===== config.mk =====
export PLATFORM = sky130hd
export DESIGN_NAME = dbeq_ram
export DESIGN_NICKNAME = d
export VERILOG_FILES = /design/src/rtl/core/dbeq_ram.sv
export SDC_FILE = /design/constraint.sdc
export NUM_CORES = 1
export LEC_CHECK = 0
export BUFFER_PORTS_ARGS = -buffer_cell sky130_fd_sc_hd__clkbuf_2
export CORE_ASPECT_RATIO = 1.4
export CORE_MARGIN = 5
export CORE_UTILIZATION = 46
export CTS_BUF_LIST = sky130_fd_sc_hd__clkbuf_16
export CTS_CLUSTER_DIAMETER = 80
export CTS_CLUSTER_SIZE = 10
export DETAILED_ROUTE_END_ITERATION = 8
export PLACE_DENSITY = 0.68
export SYNTH_ARGS = -nofsm -noshare
export SYNTH_HDL_FRONTEND = slang
export SYNTH_SLANG_ARGS = --single-unit

===== constraint.sdc =====
create_clock -name clock -period 1.3 [get_ports clock]
set_input_delay 0.13 -clock clock [delete_from_list [all_inputs] [get_ports clock]]
set_output_delay 0.13 -clock clock [all_outputs]
set_load 0.01 [all_outputs]

===== src/rtl/core/dbeq_ram.sv =====
`timescale 1ns / 1ps

module dbeq_ram #(
   parameter int WIDTH = 8,
   parameter int DEPTH = 4
) (
   input  logic                     clock,
   input  logic                     wr_en,
   input  logic [$clog2(DEPTH)-1:0] wr_addr,
   input  logic [WIDTH-1:0]         wr_data,
   input  logic                     rd_en,
   input  logic [$clog2(DEPTH)-1:0] rd_addr,
   output logic [WIDTH-1:0]         rd_data
);

   logic [WIDTH-1:0] mem_ff [DEPTH];
   logic [WIDTH-1:0] rd_data_ff;

   always_ff @(posedge clock) begin
      if (wr_en) begin
         mem_ff[wr_addr] <= wr_data;
      end
      if (rd_en) begin
         rd_data_ff <= mem_ff[rd_addr];
      end
   end

   assign rd_data = rd_data_ff;

endmodule


==> impl_summary.log <==
INFO  metric run_status = finished clean
INFO  metric instances_no_fill = between 100 and 150
INFO  metric ys_async_sr_fraction = 0%
INFO  metric min_period = around 1.1 ns
INFO  metric synth.top_cells.by_area = sky130_fd_sc_hd__edfxtp_1 84%, sky130_fd_sc_hd__mux4_2 13%, sky130_fd_sc_hd__and3b_1 1.2%, sky130_fd_sc_hd__buf_6 0.79%, sky130_fd_sc_hd__nor3b_1 0.53%
INFO  metric die_h = between 70 and 80 um
INFO  metric grt_antenna_before_repair = 0
INFO  metric net_count_synth = 69
INFO  metric synth-edff-count = 40
INFO  metric tightestPinTransition = 0.4429 ns
INFO  metric numPortBuffers = 22
INFO  metric timing_hold_violations_final = 0
INFO  metric netlist.top_cell.by_area = sky130_fd_sc_hd__edfxtp_1
INFO  metric critPathRequiredTime = 1.32 ns
INFO  metric multi_input_gate_area_in_the_final_layout = 211.5 sq um
INFO  metric routed-via-count = 618
INFO  metric worst_hold_check_slack = 0.06227 ns
INFO  metric power.total = 3035 uW
INFO  metric crit_path_cell_trace = mux4_2
INFO  metric cts.sink_count = 40
INFO  metric synth.top_cell.area_share = 84.06%
INFO  metric dp.cells = ~120
INFO  metric maxCapViolCount = 0
INFO  metric timing.critical_path.fanout_max = 1
INFO  metric critPathBufInv = 0
INFO  metric post-synth-top-count-cell = sky130_fd_sc_hd__edfxtp_1
INFO  metric clock_tree_skew_after_final_layout = 0.001905 ns
INFO  metric postSynth.topFlopCell = sky130_fd_sc_hd__edfxtp_1
INFO  metric core_box_area = 3063 sq um
INFO  metric grt_first_pass_wirelength = 3.387 mm
INFO  metric clock_latency = 0.28 ns
INFO  metric postCtsResizedCells = 0
INFO  metric ys_seq_area_share = 84.06%
INFO  metric slowest_delay = between 0.4 and 0.5 ns
INFO  metric grt_max_degree = 15
INFO  metric leak = 0.0006342 uW
INFO  metric grt_usage = a little over a tenth
INFO  metric gp_congestion = 0.6782
INFO  metric holdPathStages = 1
INFO  metric route.detailed.vias_per_inst = 5.024
INFO  metric yosys.cell_types.count = 7
INFO  metric postSynthAreaPerCell = 26.46 sq um
INFO  metric die-area = 4337 sq um
INFO  metric critPathArrivalTime = 1.11 ns
INFO  metric timing.reg2reg.setup_slack = 0.21 ns
INFO  metric setup_repair_after_global_routing_missed_its_margin = false
INFO  metric routed_wl = 2.016 mm
INFO  metric nFillCells = 250
INFO  metric yosys-top-cells-count = 40 x sky130_fd_sc_hd__edfxtp_1, 8 x sky130_fd_sc_hd__mux4_2, 2 x sky130_fd_sc_hd__and3b_1
INFO  metric count_of_hold_buffers_inserted_by_post_cts_repair = 0
INFO  metric timing.final.crit_share = 83.94%
INFO  metric power_per_cell_area = 1713 nW/um^2
INFO  metric setup_violations = 0
INFO  metric slew-limit-headroom = 70.47%
INFO  metric tritoncts_clock_tree = yes
INFO  metric wl_per_cell = 16.39 um
INFO  metric grt_pass1_vias = 664
INFO  metric synthesis.instances = 54
INFO  metric cts_root_buf = sky130_fd_sc_hd__clkbuf_16
INFO  metric fin_nets = slightly below 100
INFO  metric critical_path_class = reg -> reg
INFO  metric seqCellArea = roughly 1200 sq um
INFO  metric critPathLaunchType = flip-flop
INFO  metric final_layout_size_suffix_gt1_share = 47.62%
INFO  metric cts-root-to-sink-buffers = 2
INFO  metric grt.overflow.total = 0
INFO  metric synth_seq_cells = 40
INFO  metric timing.fmax = 916.4 MHz
INFO  metric critical_path_depth = 1
INFO  metric reg2regPathDepth = 1
INFO  metric crit_slowest_cell = sky130_fd_sc_hd__mux4_2
INFO  metric vdd.ir_drop.worst = 0.001414 V
INFO  metric clock_tree.htree_level_count = 2
INFO  metric floorplan_die_width = ~57 um
INFO  metric boundaryPins = 23
INFO  metric post_cts_setup_bufs = 0
INFO  metric timing.setup.tns = 0 ns
INFO  metric start_util = 46.65%
INFO  metric critical-path-top-delay-family = multiplexers
INFO  metric final-max-slew-violation-count = 0
INFO  metric num_rows = 24
INFO  metric cts_buffers = 5
INFO  metric cp-end-kind = flip-flop
INFO  metric detail_route.drc_violations = 0
INFO  metric length_of_the_first_detailed_routing_pass_in_iterations = 3
INFO  metric synth.cell_area = roughly 1400 sq um
INFO  metric cts.clk_slew.worst_paths = 0.06 ns
INFO  metric antenna_left = 0
INFO  metric hold_path_class = in -> reg
INFO  metric antenna_diode_count = 0
INFO  metric area_growth_syn_to_layout = 23.99%
INFO  metric drt_iter0_drc = 13
INFO  metric ys.warnings.count = 0
-- state kept, by name (all words and copies together) (netlist names) --
signal   count
rd_data      8
mem_ff      32
-- stage by stage --
step	util (%)	setup WS [ns]	area, sq um
final	57.84	0.2088	1772
after global routing	57.84	0.1780	1772
after CTS	57.84	0.2000	1772
after detailed placement	52.21	0.1574	1599
after global placement	52.21	0.1507	1599
after floorplan	-	0.1059	1429
-- cell families after synthesis --
group / after synthesis / share of synthesized area, %
flops: 40 / 84.06
mux: 8 / 12.61
simple gates: 4 / 2.190
buf+inv: 2 / 1.138
-- area by class of cell --
class	instances	share of cell area, %
clock buffer	5	7.062
sequential	40	67.80
tap	39	2.754
clock inverter	3	2.684
timing repair buffer	24	7.768
multi-input combinational	12	11.94
-- layout by cell type (no fill, tap or decap) --
master / count
sky130_fd_sc_hd__and3_1: 1
sky130_fd_sc_hd__and3b_1: 2
sky130_fd_sc_hd__buf_12: 1
sky130_fd_sc_hd__buf_4: 1
sky130_fd_sc_hd__bufinv_16: 1
sky130_fd_sc_hd__clkbuf_16: 5
sky130_fd_sc_hd__clkbuf_2: 22
sky130_fd_sc_hd__clkinv_4: 2
sky130_fd_sc_hd__edfxtp_1: 40
sky130_fd_sc_hd__mux4_2: 8
sky130_fd_sc_hd__nor3b_1: 1
-- where the power goes --
group / total [uW] / switching (uW) / internal, uW
logic: 146 / 71.5 / 74.1
clock network: 1370 / 465 / 910
registers: 1510 / 14.6 / 1500
-- worst paths after layout --
path                  endpoint          from
setup / recovery    rd_data[4]  mem_ff[2][4]
hold / removal    mem_ff[0][2]    wr_data[2]
setup reg to reg    rd_data[4]  mem_ff[2][4]
hold reg to reg     rd_data[0]  mem_ff[0][0]
-- layer usage --
metal  part of all wire, %  GRT usage [%]
met5                     0              0
met4                   3.0          6.961
met2                    52          16.93
met1                    39          12.79
met3                   6.3          3.571
(Power assumes the default switching activity.)
